<file path="config.mk">
export PLATFORM = sky130hd
export DESIGN_NAME = progress_stall_watchdog_unit
export DESIGN_NICKNAME = d
export VERILOG_FILES = /design/src/pswd_pkg.sv /design/src/pswd_core.sv /design/src/progress_stall_watchdog_unit.sv
export SDC_FILE = /design/constraint.sdc
export NUM_CORES = 1
export LEC_CHECK = 0
export BUFFER_PORTS_ARGS = -buffer_cell sky130_fd_sc_hd__buf_2
export CORE_MARGIN = 1.5
export CORE_UTILIZATION = 40
export DETAILED_ROUTE_END_ITERATION = 10
export PLACE_DENSITY = 0.61
export SLEW_MARGIN = 20
export SYNTH_ARGS = -nofsm -noshare
export SYNTH_HDL_FRONTEND = slang
export SYNTH_SLANG_ARGS = --single-unit
</file>
<file path="constraint.sdc">
create_clock -name clk -period 23.6 [get_ports clk]
set_input_delay 4.72 -clock clk [delete_from_list [all_inputs] [get_ports clk]]
set_output_delay 4.72 -clock clk [all_outputs]
set_load 0.02 [all_outputs]
</file>
<file path="src/pswd_pkg.sv">
package pswd_pkg;

  localparam int unsigned TimeW    = 32;
  localparam int unsigned FrameW   = 32;
  localparam int unsigned CountW   = 32;
  localparam int unsigned RidW     = 16;
  localparam int unsigned AckW     = 8;
  localparam int unsigned RemoteW  = 8;
  localparam int unsigned CfgW     = 32;
  localparam int unsigned CfgIdxW  = 2;
  localparam int unsigned InDataW  = 296;
  localparam int unsigned OutDataW = 72;

  localparam logic [CfgIdxW-1:0] REG_STALL_TIMEOUT = 2'd0;
  localparam logic [CfgIdxW-1:0] REG_CHURN_THRESH  = 2'd1;
  localparam logic [CfgIdxW-1:0] REG_COOLDOWN      = 2'd2;

  localparam logic [CfgW-1:0] STALL_TIMEOUT_RST = 32'd3000;
  localparam logic [CfgW-1:0] CHURN_THRESH_RST  = 32'd8;
  localparam logic [CfgW-1:0] COOLDOWN_RST      = 32'd5000;

  typedef struct packed {
    logic [TimeW-1:0]   now_ms;
    logic               session_ok;
    logic [RidW-1:0]    resync_id;
    logic [AckW-1:0]    pending_acks;
    logic [RemoteW-1:0] remote_count;
    logic [FrameW-1:0]  epoch;
    logic [FrameW-1:0]  local_frame;
    logic [FrameW-1:0]  confirmed_frame;
    logic [FrameW-1:0]  remote_current;
    logic [FrameW-1:0]  remote_confirmed;
    logic [CountW-1:0]  stop_count;
    logic [CountW-1:0]  rollback_count;
  } item_t;

  typedef struct packed {
    logic              resync_request;
    logic [TimeW-1:0]  stalled_for_ms;
    logic [CountW-1:0] churn;
  } result_t;

  typedef struct packed {
    logic [CfgW-1:0] stall_timeout_ms;
    logic [CfgW-1:0] churn_threshold;
    logic [CfgW-1:0] cooldown_ms;
  } cfg_t;

  function automatic item_t unpack_item(logic [InDataW-1:0] d);
    item_t it;
    it.now_ms           = d[31:0];
    it.session_ok       = d[32];
    it.resync_id        = d[48:33];
    it.pending_acks     = d[56:49];
    it.remote_count     = d[64:57];
    it.epoch            = d[96:65];
    it.local_frame      = d[128:97];
    it.confirmed_frame  = d[160:129];
    it.remote_current   = d[192:161];
    it.remote_confirmed = d[224:193];
    it.stop_count       = d[256:225];
    it.rollback_count   = d[288:257];
    return it;
  endfunction

  function automatic logic [OutDataW-1:0] pack_result(result_t r);
    logic [OutDataW-1:0] d;
    d        = '0;
    d[0]     = r.resync_request;
    d[32:1]  = r.stalled_for_ms;
    d[64:33] = r.churn;
    return d;
  endfunction

endpackage

</file>
<file path="src/pswd_core.sv">
module pswd_core (
  input  logic              clk,
  input  logic              rst_n,
  input  logic              fire,
  input  pswd_pkg::item_t   item,
  input  pswd_pkg::cfg_t    cfg,
  output pswd_pkg::result_t result
);

  logic                        base_valid_r, base_valid_nxt;
  logic [pswd_pkg::FrameW-1:0] base_epoch_r;
  logic [pswd_pkg::FrameW-1:0] base_local_r;
  logic [pswd_pkg::FrameW-1:0] base_confirmed_r;
  logic [pswd_pkg::FrameW-1:0] base_rcur_r;
  logic [pswd_pkg::FrameW-1:0] base_rconf_r;
  logic [pswd_pkg::CountW-1:0] base_stops_r;
  logic [pswd_pkg::CountW-1:0] base_rollbacks_r;
  logic [pswd_pkg::TimeW-1:0]  last_progress_r, last_progress_nxt;
  logic [pswd_pkg::TimeW-1:0]  cool_until_r, cool_until_nxt;

  logic                        eligible, rebase, progress, in_cool, trip, take_base;
  logic [pswd_pkg::TimeW-1:0]  stall;
  logic [pswd_pkg::CountW-1:0] ds, dr, churn;
  logic [pswd_pkg::TimeW:0]    cool_sum;

  always_comb begin
    eligible = item.session_ok && (item.resync_id == '0) && (item.pending_acks == '0)
               && (item.remote_count != '0);
    rebase   = !base_valid_r || (base_epoch_r != item.epoch);
    progress = (item.local_frame > base_local_r) || (item.confirmed_frame > base_confirmed_r)
               || (item.remote_current > base_rcur_r)
               || (item.remote_confirmed > base_rconf_r);
    in_cool  = item.now_ms < cool_until_r;
    stall    = (item.now_ms >= last_progress_r) ? item.now_ms - last_progress_r : '0;
    ds       = item.stop_count - base_stops_r;
    dr       = item.rollback_count - base_rollbacks_r;
    churn    = (ds > dr) ? ds : dr;
    trip     = (stall >= cfg.stall_timeout_ms) || (churn >= cfg.churn_threshold);
    cool_sum = {1'b0, item.now_ms} + {1'b0, cfg.cooldown_ms};

    result            = '0;
    take_base         = 1'b0;
    base_valid_nxt    = base_valid_r;
    last_progress_nxt = last_progress_r;
    cool_until_nxt    = cool_until_r;

    if (!eligible) begin
      base_valid_nxt    = 1'b0;
      last_progress_nxt = '0;
      cool_until_nxt    = '0;
    end else if (rebase || progress) begin
      take_base = 1'b1;
    end else if (!in_cool && trip) begin
      take_base             = 1'b1;
      result.resync_request = 1'b1;
      result.stalled_for_ms = stall;
      result.churn          = churn;
      cool_until_nxt        = cool_sum[pswd_pkg::TimeW] ? '1 : cool_sum[pswd_pkg::TimeW-1:0];
    end

    if (take_base) begin
      base_valid_nxt    = 1'b1;
      last_progress_nxt = item.now_ms;
    end
  end

  always_ff @(posedge clk) begin
    if (!rst_n) begin
      base_valid_r    <= 1'b0;
      last_progress_r <= '0;
      cool_until_r    <= '0;
    end else if (fire) begin
      base_valid_r    <= base_valid_nxt;
      last_progress_r <= last_progress_nxt;
      cool_until_r    <= cool_until_nxt;
    end
  end

  always_ff @(posedge clk) begin
    if (fire && take_base) begin
      base_epoch_r     <= item.epoch;
      base_local_r     <= item.local_frame;
      base_confirmed_r <= item.confirmed_frame;
      base_rcur_r      <= item.remote_current;
      base_rconf_r     <= item.remote_confirmed;
      base_stops_r     <= item.stop_count;
      base_rollbacks_r <= item.rollback_count;
    end
  end

endmodule

</file>
<file path="src/progress_stall_watchdog_unit.sv">
// Path: input register, then result register; out_tvalid is set when the result register
// loads the snapshot, which waits while a held result has not been taken.
// Throughput: one snapshot per cycle while the output is not stalled; the baseline,
// progress time and cooldown end are updated in the same cycle that the result register loads.
// Reset: synchronous, active low; clears both stages, the baseline valid flag, the
// progress time and cooldown end, and restores the configuration defaults.
module progress_stall_watchdog_unit (
  input  logic                           clk,
  input  logic                           rst_n,
  input  logic                           in_tvalid,
  output logic                           in_tready,
  // now_ms, session_ok, resync_id, pending_acks, remote_count, epoch, local_frame,
  // confirmed_frame, remote_current, remote_confirmed, stop_count, rollback_count
  input  logic [pswd_pkg::InDataW-1:0]   in_tdata,
  output logic                           out_tvalid,
  input  logic                           out_tready,
  // resync_request, stalled_for_ms, churn
  output logic [pswd_pkg::OutDataW-1:0]  out_tdata,
  input  logic                           cfg_we,
  input  logic [pswd_pkg::CfgIdxW-1:0]   cfg_index,
  input  logic [pswd_pkg::CfgW-1:0]      cfg_wdata
);

  logic                          in_valid_r;
  logic [pswd_pkg::InDataW-1:0]  in_data_r;
  logic                          out_valid_r;
  logic [pswd_pkg::OutDataW-1:0] out_data_r;
  pswd_pkg::cfg_t                cfg_r;
  pswd_pkg::result_t             result;
  logic                          advance, fire;

  assign advance    = !out_valid_r || out_tready;
  assign fire       = in_valid_r && advance;
  assign in_tready  = !in_valid_r || advance;
  assign out_tvalid = out_valid_r;
  assign out_tdata  = out_data_r;

  pswd_core u_core (
    .clk    (clk),
    .rst_n  (rst_n),
    .fire   (fire),
    .item   (pswd_pkg::unpack_item(in_data_r)),
    .cfg    (cfg_r),
    .result (result)
  );

  always_ff @(posedge clk) begin
    if (!rst_n) begin
      in_valid_r  <= 1'b0;
      out_valid_r <= 1'b0;
    end else begin
      if (in_tready) begin
        in_valid_r <= in_tvalid;
      end
      if (advance) begin
        out_valid_r <= in_valid_r;
      end
    end
  end

  always_ff @(posedge clk) begin
    if (in_tvalid && in_tready) begin
      in_data_r <= in_tdata;
    end
    if (fire) begin
      out_data_r <= pswd_pkg::pack_result(result);
    end
  end

  always_ff @(posedge clk) begin
    if (!rst_n) begin
      cfg_r.stall_timeout_ms <= pswd_pkg::STALL_TIMEOUT_RST;
      cfg_r.churn_threshold  <= pswd_pkg::CHURN_THRESH_RST;
      cfg_r.cooldown_ms      <= pswd_pkg::COOLDOWN_RST;
    end else if (cfg_we) begin
      unique case (cfg_index)
        pswd_pkg::REG_STALL_TIMEOUT: cfg_r.stall_timeout_ms <= cfg_wdata;
        pswd_pkg::REG_CHURN_THRESH:  cfg_r.churn_threshold  <= cfg_wdata;
        pswd_pkg::REG_COOLDOWN:      cfg_r.cooldown_ms      <= cfg_wdata;
        default: ;
      endcase
    end
  end

endmodule

</file>
---- Yosys cells after proc, flatten, opt, wreduce, memory -nomap -nowiden ----
Index checks and enable logic that the tools add are counted.
cells by class
  reduce and logical (&&, ||, !) cells .... 30
  mux-type cells .......................... 14
  bitwise gates (word level) .............. 2
  $add $sub $neg .......................... 4
  order comparisons ....................... 9
  multipliers ............................. 0
  divide/modulo/power cells ............... 0
  shifts and indexed selects .............. 0
  eq/ne operators ......................... 6
operators by type and width
  operator            number
  $mux 32             8
  $gt 32x32->1        5
  $ge 32x32->1        3
  $sub 32x32->32      3
  $mux 65             1
  $add 32x32->33      1
  $lt 32x32->1        1
  $ne 32x32->1        1
  $logic_not 16->1    1
  $logic_not 8->1     1
  $logic_or 1x1->1    8
  $reduce_and 2->1    4
  $reduce_bool 8->1   1
  $logic_and 1x1->1   7
  $ne 2x2->1 const B  3
  $mux 1              5
  $logic_not 1->1     4
  $reduce_and 3->1    1
  $reduce_or 3->1     1
  $eq 2x1->1 const B  1
  $eq 2x2->1 const B  1
  $logic_not 2->1     1
  $not 1->1           2
  $reduce_or 2->1     1
word-level totals
  input port bits ......................... 335
  bits in latches ......................... 0
  bits in registers ....................... 741
  logic and storage cells ................. 83
  memory bits (writable) .................. 0
  memories kept ........................... 0
  output and inout bits ................... 74
  memory bits (read-only) ................. 0

---- Logic depth before layout (Yosys ltp) ----
Gate-level depths: netlist of run 1.
  depth after elaboration ................. 11
  depth in mapped cells ................... 37
  depth with buffers taken out ............ 34

---- Hierarchy ----
Synthesis of run 1 repeated with hierarchy kept, for this count alone.
second synthesis, totals
  cells, all modules ...................... 3,316
  area, all modules ....................... 37,936.4 µm²
modules (own cells, without submodules)
  module                        cells each  area an instance (µm²)  times used  sequential area each (µm²)
  pswd_core                     2,588       23,521.3                1           8,027.7
  progress_stall_watchdog_unit  728         14,415.1                1           12,592.1

---- Worst setup path after synthesis of run 1 ----
No wires, ideal clock.
  kind .................................... register -> register
  start ................................... reg in_data_r[257] (netlist name)
  end ..................................... reg u_core.base_confirmed_r[0] (netlist name) (enable)
  slack ................................... 662 ps
  path buffers ............................ 1
  clock period less this slack ............ 22,938 ps
  required time ........................... 22,466 ps
  arrival time ............................ 21,804 ps
  cell stages (with the launch flop) ...... 31
  setup time .............................. 1,134 ps
  path through ............................ edfxtp_1 > inv_1 > ha_1 > inv_1 > fa_1 > a211oi_1 > o21a_1 > o21ai_0 > o21ai_0 > nand2_1 > a21o_1 > a21oi_1 > xnor2_1 > inv_1 > ha_1 > nand3_1 > nor3_1 > and3_1 > and4_1 > nand2_1 > a211o_1 > a22oi_4 > buf_2 > mux2_2 > ha_1 > nand2_1 > or4_1 > a31oi_1 > or3_1 > a21oi_2 > nor3b_1
between the ends
  cells in the longest elaborated chain, start to end .. 10
ends and longest elaborated chain
  element                    line                                text
  start, declared            progress_stall_watchdog_unit.sv:25  logic [pswd_pkg::InDataW-1:0] in_data_r;
  start signal, assigned     progress_stall_watchdog_unit.sv:63  in_data_r <= in_tdata;
  $sub 32x32->32 (*)         pswd_core.sv:36                     dr = item.rollback_count - base_rollbacks_r;
  $gt 32x32->1               pswd_core.sv:37                     churn = (ds > dr) ? ds : dr;
  $mux 32 (*)                pswd_core.sv:37
  via u_core.churn, one bit  pswd_core.sv:23                     logic [pswd_pkg::CountW-1:0] ds, dr, churn;
  $ge 32x32->1 (*)           pswd_core.sv:38                     trip = (stall >= cfg.stall_timeout_ms) || (churn >= cfg.churn_threshold);
  $logic_or 1x1->1 (*)       pswd_core.sv:38
  $logic_and 1x1->1 (*)      pswd_core.sv:53                     end else if (!in_cool && trip) begin
  $mux 1 (*)                 pswd_core.sv:53
  $mux 1 (*)                 pswd_core.sv:51                     end else if (rebase || progress) begin
  $mux 1 (*)                 pswd_core.sv:47                     if (!eligible) begin
  $logic_and 1x1->1 (*)      pswd_core.sv:80                     if (fire && take_base) begin
  end signal, assigned       pswd_core.sv:83                     base_confirmed_r <= item.confirmed_frame;
  end, declared              pswd_core.sv:13                     logic [pswd_pkg::FrameW-1:0] base_confirmed_r;
Mark *: on every way through the listed nets, which the timed path passes. The rest lies on a longest branch.
A chain may end at the register's enable or synchronous reset.

---- Final worst setup path of run 1 ----
  start ................................... in out_tready
  end ..................................... out in_tready
between the ends
  cells in the longest elaborated chain, start to end .. 2
ends and longest elaborated chain
  element           line                                text
  start, declared   progress_stall_watchdog_unit.sv:16  input logic out_tready,
  $logic_or 1x1->1  progress_stall_watchdog_unit.sv:32  assign advance = !out_valid_r || out_tready;
  $logic_or 1x1->1  progress_stall_watchdog_unit.sv:34  assign in_tready = !in_valid_r || advance;
  end, declared     progress_stall_watchdog_unit.sv:11  output logic in_tready,
No other way between the ends.

==> results of run 1 <==
-- synth_stat cells, drive strengths merged (5+ instances only) --
cell type	instances	share of area
dfxtp	163	0.087
and4	14	0.0033
o2111ai	7	0.0016
and3	16	0.0027
mux2	26	0.0078
or2	9	0.0015
nand4	49	0.0082
o21a	18	0.0036
nand2b	18	0.0030
a221oi	6	0.0016
a311oi	5	0.0012
o211ai	25	0.0050
and2	63	0.011
a31oi	18	0.0030
clkbuf	48	0.0048
inv	384	0.039
xnor2	75	0.018
xor2	67	0.016
nor3b	6	0.0012
a211oi	34	0.0068
a211o	11	0.0026
o221ai	6	0.0014
a21o	73	0.015
o21bai	20	0.0040
o31ai	7	0.0015
a21oi	202	0.027
a22o	32	0.0075
nand2	347	0.035
o21ai	133	0.018
nor2b	27	0.0045
nor2	127	0.013
or3	7	0.0012
buf	28	0.0052
edfxtp	578	0.47
nand3	38	0.0051
a21boi	88	0.018
o31a	6	0.0014
nor3	26	0.0035
ha	381	0.13
nor4	29	0.0050
-- placed cells by master (no fill, tap or decap), types with 15 or more instances in the layout --
master / instances
nor3_1: 26
clkbuf_16: 89
and3_1: 16
o21ai_0: 130
and2_1: 62
nor4_1: 28
o211ai_1: 25
a21o_1: 73
dfxtp_1: 163
a21oi_1: 200
o21a_1: 18
a21boi_0: 88
buf_2: 394
o21bai_1: 20
xor2_1: 67
xnor2_1: 75
mux2_2: 26
ha_1: 381
nand2_1: 347
edfxtp_1: 578
nand2b_1: 18
nand4_1: 49
a22o_1: 32
inv_1: 382
a211oi_1: 33
nor2b_1: 25
nor2_1: 126
clkbuf_1: 15
nand3_1: 38
a31oi_1: 18
-- stage by stage --
| stage | utilization | setup WS (ns) |
|---|---|---|
| 4_1_cts | 0.4725 | 13.17 |
| 3_5_place_dp | 0.4421 | 13.18 |
| 3_3_place_gp | 0.4418 | 13.18 |
| 5_1_grt | 0.4729 | 13.10 |
| 6_report | 0.4729 | 13.22 |
| 2_1_floorplan | - | 0.6624 |
-- per-layer routing --
| layer | vias to the layer above | part of all wire |
|---|---|---|
| met1 | 11730 | 0.48 |
| met5 | - | 0.00014 |
| met4 | 2 | 0.038 |
| met3 | 174 | 0.040 |
| li1 | 12630 | - |
| met2 | 510 | 0.44 |
-- sequential cells by signal (all words and copies together), names as in the netlist --
register / cells
u_core.base_epoch_r: 32
in_valid_r: 1
u_core.last_progress_r: 32
u_core.base_stops_r: 32
u_core.base_rollbacks_r: 32
out_tvalid: 1
u_core.base_confirmed_r: 32
u_core.cool_until_r: 32
out_tdata: 65
u_core.base_valid_r: 1
cfg_r: 96
in_data_r: 289
u_core.base_local_r: 32
u_core.base_rconf_r: 32
u_core.base_rcur_r: 32
-- how the worst max path moves through the flow --
| stage | depth (start not counted) | slack [ns] | endpoint |
|---|---|---|---|
| 2_1_floorplan | 30 | 0.66 | u_core.base_confirmed_r[0]$_DFFE_PP_ |
| 3_3_place_gp | 4 | 13.18 | in_tready |
| 3_5_place_dp | 4 | 13.18 | in_tready |
| 4_1_cts | 4 | 13.17 | in_tready |
| 5_1_grt | 4 | 13.10 | in_tready |
| 6_report | 4 | 13.22 | in_tready |
-- cells by family (layout without fill, tap and decap cells) --
kind of cell,after synthesis,after routing,share of synthesized area
other,1,14,0.0001005
buffers and inverters,460,954,0.04868
AO/OA/AOI/OAI,726,726,0.1278
multiplexers,28,28,0.008381
flip-flops,741,741,0.5525
XOR/XNOR,142,142,0.03332
adder cells (fa/ha/maj),385,385,0.1299
AND/OR/NAND/NOR,785,785,0.09943
-- critical path, stage by stage --
cell and delay, ns:
buf_2 0.10, nor2b_1 0.47, nand2_1 0.15, buf_2 0.21
-- area by class of cell --
type	instances	area share
flip-flops and latches	741	0.4735
multi-input cells	2073	0.3431
clock buffers	105	0.05275
repair buffers	412	0.04988
well taps	1243	0.03571
inverters	384	0.03313
clock inverters	53	0.01149
diodes	7	0.0004022
-- power breakdown --
group          total [mW]  internal [mW]  switching (mW)  leakage, nW
logic               0.361          0.150           0.210         9.62
clock network        1.32          0.773           0.551         1.35
registers            1.48           1.45          0.0272         6.73
total                3.16           2.38           0.788         17.7
==> flow_summary_export.csv, run 1 <==
group,metric,value,unit
cts,postCtsSetupBuffers,0,
worst_setup_path,worst-r2r-cell-count,33,
floorplanning,ios,409,
drt,vias_per_cell,4.990,
timing,tns,0,ns
timing,worst_pin_slew,1.226,ns
drt,drt_iter0_markers,1569,
synthesis,synth_edf_count,578,
cts,h-tree-depth,3,
worst_setup_path,crit_start,"out_tready",
worst_setup_path,path_class,"primary input to output port",
worst_setup_path,crit_path_end_kind,"output port",
run_status,status,"finished, final reports clean",
drt,routed_wirelength,90920,um
cells_and_area,fin_area,43550,um^2
synthesis,seq_area_frac_synth,0.5525,
drt,vias,25040,
global_routing,met3_usage,0.02941,
global_routing,grt_usage,0.1916,
floorplanning,die_area,95150,um^2
power,power,3.164,mW
timing,rsz0062_at_grt,"false",
synthesis,synthCells,3268,
power,peakVddDrop,58.59,uV
synthesis,synth_cell_types,77,
worst_setup_path,arrival,5.66,ns
worst_hold_path,min_path_cells,0,
synthesis,synthArstFlopShare,0,
cts,cts_tree,"done",
timing,hold_violations,0,
cells_and_area,layout.nets,4417,
global_routing,grtUsageMet1,0.2675,
floorplanning,fp.dieW,308.5,um
placement,portBuffers,394,
floorplanning,start_util,0.4053,
cts,cts_hold_buf,0,
timing,min_period,10.38,ns
drt,wl_per_cell,18.12,um
cells_and_area,multi_input_area,14940,um^2
drt,ant_nets,0,
timing,finalClockSkew,0.02456,ns
timing,min_period_over_period,0.4399,
cts,post_cts_resized,0,
worst_hold_path,hp-class,"flop to flop",
timing,slew_headroom,0.1826,
cells_and_area,fill_cells,8534,
global_routing,grt_pass1_wl,139400,um
power,p_per_area,72.65,nW/um^2
power,p_leak,17.70,nW
synthesis,ys_ff_latch,741,
global_routing,globalRouteMet2Util,0.2963,
cts,cts_buffers,85,
synthesis,ys_warn_count,0,
global_routing,grt_max_degree,169,
cells_and_area,stdcell_count,5018,
floorplanning,core_area,92080,um^2
worst_setup_path,rr_startpoint,"in_data_r[257]$_DFFE_PP_",
placement,hpwl,67920,um
synthesis,synth_area_per_cell,11.42,um^2
worst_setup_path,r2r-end,"u_core.base_rollbacks_r[22]$_DFFE_PP_",
worst_setup_path,critPathMaxFanout,4,
cells_and_area,areaGrowthSynthToFinish,16.68,%
worst_setup_path,cp.required,18.88,ns
global_routing,busiest_layer,"met2",
worst_setup_path,crit_path_start_kind,"primary input",
drt,first_pass_iters,5,
timing,fmax,96.32,MHz
placement,gp_congestion,0.9090,
floorplanning,fp-row-count,111,
cts,clk_latency,0.66,ns
cells_and_area,drive_gt1_frac,0.1595,
global_routing,grt_pass1_vias,24570,
timing,hold_ws,0.4450,ns
timing,slew_viol_final,0,
synthesis,synth_flop_cell,"edfxtp_1",
job,drv_cap,0,
drt,drc,0,
timing,setup_viol_count_final,0,
synthesis,syn_area,37320,um^2
global_routing,antenna_found_initial,19,
cts,cts_sinks,741,
cts,clockBufferDepth,3,
worst_hold_path,hold_path_startpoint,"in_data_r[161]$_DFFE_PP_",
cts,clk_pin_slew,0.05,ns
floorplanning,fp.dieH,308.5,um
placement,place_area,40710,um^2
cells_and_area,ff_latch_area,20620,um^2
cts,cts_root_buffer,"clkbuf_16",
placement,placed_cells,4852,
global_routing,grt.overflow.total,0,
worst_hold_path,worstHoldEndpoint,"u_core.base_rcur_r[0]$_DFFE_PP_",
worst_setup_path,regToRegSetupSlack,14.13,ns
(Power assumes the default switching activity.)
==> inputs of run 2 (changes only) <==
Clock period 23.6 ns to 8.6 ns, I/O delays scaled along.
==> run 2 against run 1 <==
Compared with the run above:
- global-route usage fell by 0.20 points
- critical path type is now flop to flop
- worst hold slack got worse by 0.0015 ns
- clock skew rose by 0.0050 ns
- register-to-register slack got worse by 14 ns
- non-clock buffer count rose by 7
- utilization rose by 0.36 points
- critical endpoint is now u_core.base_confirmed_r[4]$_DFFE_PP_
- combinational power rose to 2.7 times the previous value
- first-iteration DRC count fell by 3.5%
==> flow_summary_export.csv, run 2 (same netlist as run 1, synthesis figures left out) <==
group,metric,value,unit
run_status,status,"finished, final reports clean",
cts,clk_latency,0.66,ns
cts,clk_pin_slew,0.06,ns
global_routing,grt_pass1_vias,24660,
drt,ant_nets,0,
worst_setup_path,critPathMaxStageDelay,0.51,ns
floorplanning,core_area,92080,um^2
cts,clockBufferDepth,3,
cells_and_area,layout.nets,4424,
worst_hold_path,hp-class,"flop to flop",
cells_and_area,fin_area,43880,um^2
placement,place_area,40880,um^2
timing,rsz0062_at_grt,"false",
placement,hpwl,67330,um
cts,cts_hold_buf,0,
floorplanning,die_area,95150,um^2
cells_and_area,areaGrowthSynthToFinish,17.57,%
cts,post_cts_resized,0,
timing,tns,0,ns
placement,place_ws,0.4348,ns
global_routing,grt_max_degree,149,
cells_and_area,largest-register,"in_data_r",
drt,wl_per_cell,17.93,um
cells_and_area,fin_util,0.4766,
timing,setup_ws,0.4615,ns
timing,slew_viol_final,0,
worst_setup_path,path_class,"flop to flop",
global_routing,grt_usage,0.1896,
global_routing,antenna_found_initial,31,
drt,first_pass_iters,5,
floorplanning,ios,409,
cells_and_area,most-common-layout-cells,"edfxtp_1 (578), buf_2 (394), inv_1 (382), ha_1 (378), nand2_1 (347)",
cts,cts_tree,"done",
drt,vias,25150,
global_routing,grt_pass1_wl,137800,um
worst_setup_path,crit_path_end_kind,"flop",
cts,cts_buffers,85,
cts,h-tree-depth,3,
cts,postCtsSetupBuffers,0,
power,p_per_area,202.5,nW/um^2
cells_and_area,mostFrequentLayoutCell,"edfxtp_1",
timing,slew_headroom,0.2638,
worst_setup_path,crit_path_start_kind,"flop",
drt,vias_per_cell,5.000,
worst_setup_path,arrival,8.44,ns
power,p_leak,17.82,nW
timing,finalClockSkew,0.02952,ns
power,peakVddDrop,146.9,uV
cells_and_area,largest_register_ffs,289,
floorplanning,start_util,0.4053,
worst_setup_path,cp.required,8.90,ns
floorplanning,fp-row-count,111,
timing,worst_pin_slew,1.102,ns
timing,hold_violations,0,
placement,portBuffers,394,
drt,routed_wirelength,90190,um
floorplanning,fp.dieW,308.5,um
placement,gp_congestion,0.9058,
drt,drc,0,
timing,setup_viol_count_final,0,
global_routing,grt.overflow.total,0,
cts,cts_root_buffer,"clkbuf_16",
worst_setup_path,slowest_stage,"o31ai_1",
timing,min_period_over_period,0.9463,
drt,drt_iter0_markers,1514,
timing,fmax,122.9,MHz
floorplanning,fp.dieH,308.5,um
worst_setup_path,critPathMaxFanout,72,
timing,min_period,8.138,ns
job,drv_cap,0,
cts,cts_sinks,741,
cells_and_area,drive_gt1_frac,0.1674,
## run 2: layout make-up
| class | instances | area [um^2] |
|---|---|---|
| sequential | 741 | 20620 |
| tap | 1243 | 1555 |
| clock buffer | 93 | 2157 |
| fill | 8444 | 48200 |
| clock inverter | 65 | 809.5 |
| multi-input combinational | 2073 | 15060 |
| timing repair buffer | 419 | 2210 |
| inverter | 384 | 1445 |
| antenna | 12 | 30.03 |
## run 2: critical path: cells and delay by family, from the launching register on
kind                       cells  cell delay (ns)
adders and majority gates      4             0.90
xor gates and xnor gates       1             0.34
muxes                          1             0.40
DFF                            1             0.35
AOI/OAI and AO/OA              9             2.56
and+or+nand+nor               11             2.07
buffers and inverters          5             1.03
## run 2: worst paths after layout
kind,slack [ns],from,end,cells after the start
min,0.44,in_data_r[182]$_DFFE_PP_,u_core.base_rcur_r[21]$_DFFE_PP_,0
max reg2reg,0.46,in_data_r[225]$_DFFE_PP_,u_core.base_confirmed_r[4]$_DFFE_PP_,31
min reg2reg,0.44,in_data_r[182]$_DFFE_PP_,u_core.base_rcur_r[21]$_DFFE_PP_,0
max,0.46,in_data_r[225]$_DFFE_PP_,u_core.base_confirmed_r[4]$_DFFE_PP_,31
## run 2: through the flow
step | hold WS (ns) | power, mW | instances
final | 0.4434 | 8.886 | 5030
after global routing | 0.4604 | 9.270 | 5029
after CTS | 0.4405 | 9.012 | 5018
after detailed placement | 0.4334 | 5.125 | 4860
after global placement | 0.4284 | 5.110 | 4860
after floorplan | 0.4173 | 4.796 | 3274
## run 2: power by group
group | internal, mW | switching [mW] | leakage [nW]
combinational | 0.418 | 0.568 | 9.67
clock | 2.29 | 1.55 | 1.42
sequential | 3.99 | 0.0800 | 6.73
## run 2: layer usage
layer / part of all wire / up-vias / track usage
li1: - / 12630 / -
met1: 0.46 / 11720 / 0.2529
met2: 0.45 / 600 / 0.2986
met3: 0.063 / 183 / 0.04480
met4: 0.033 / 24 / 0.07171
met5: 0.0017 / - / 0
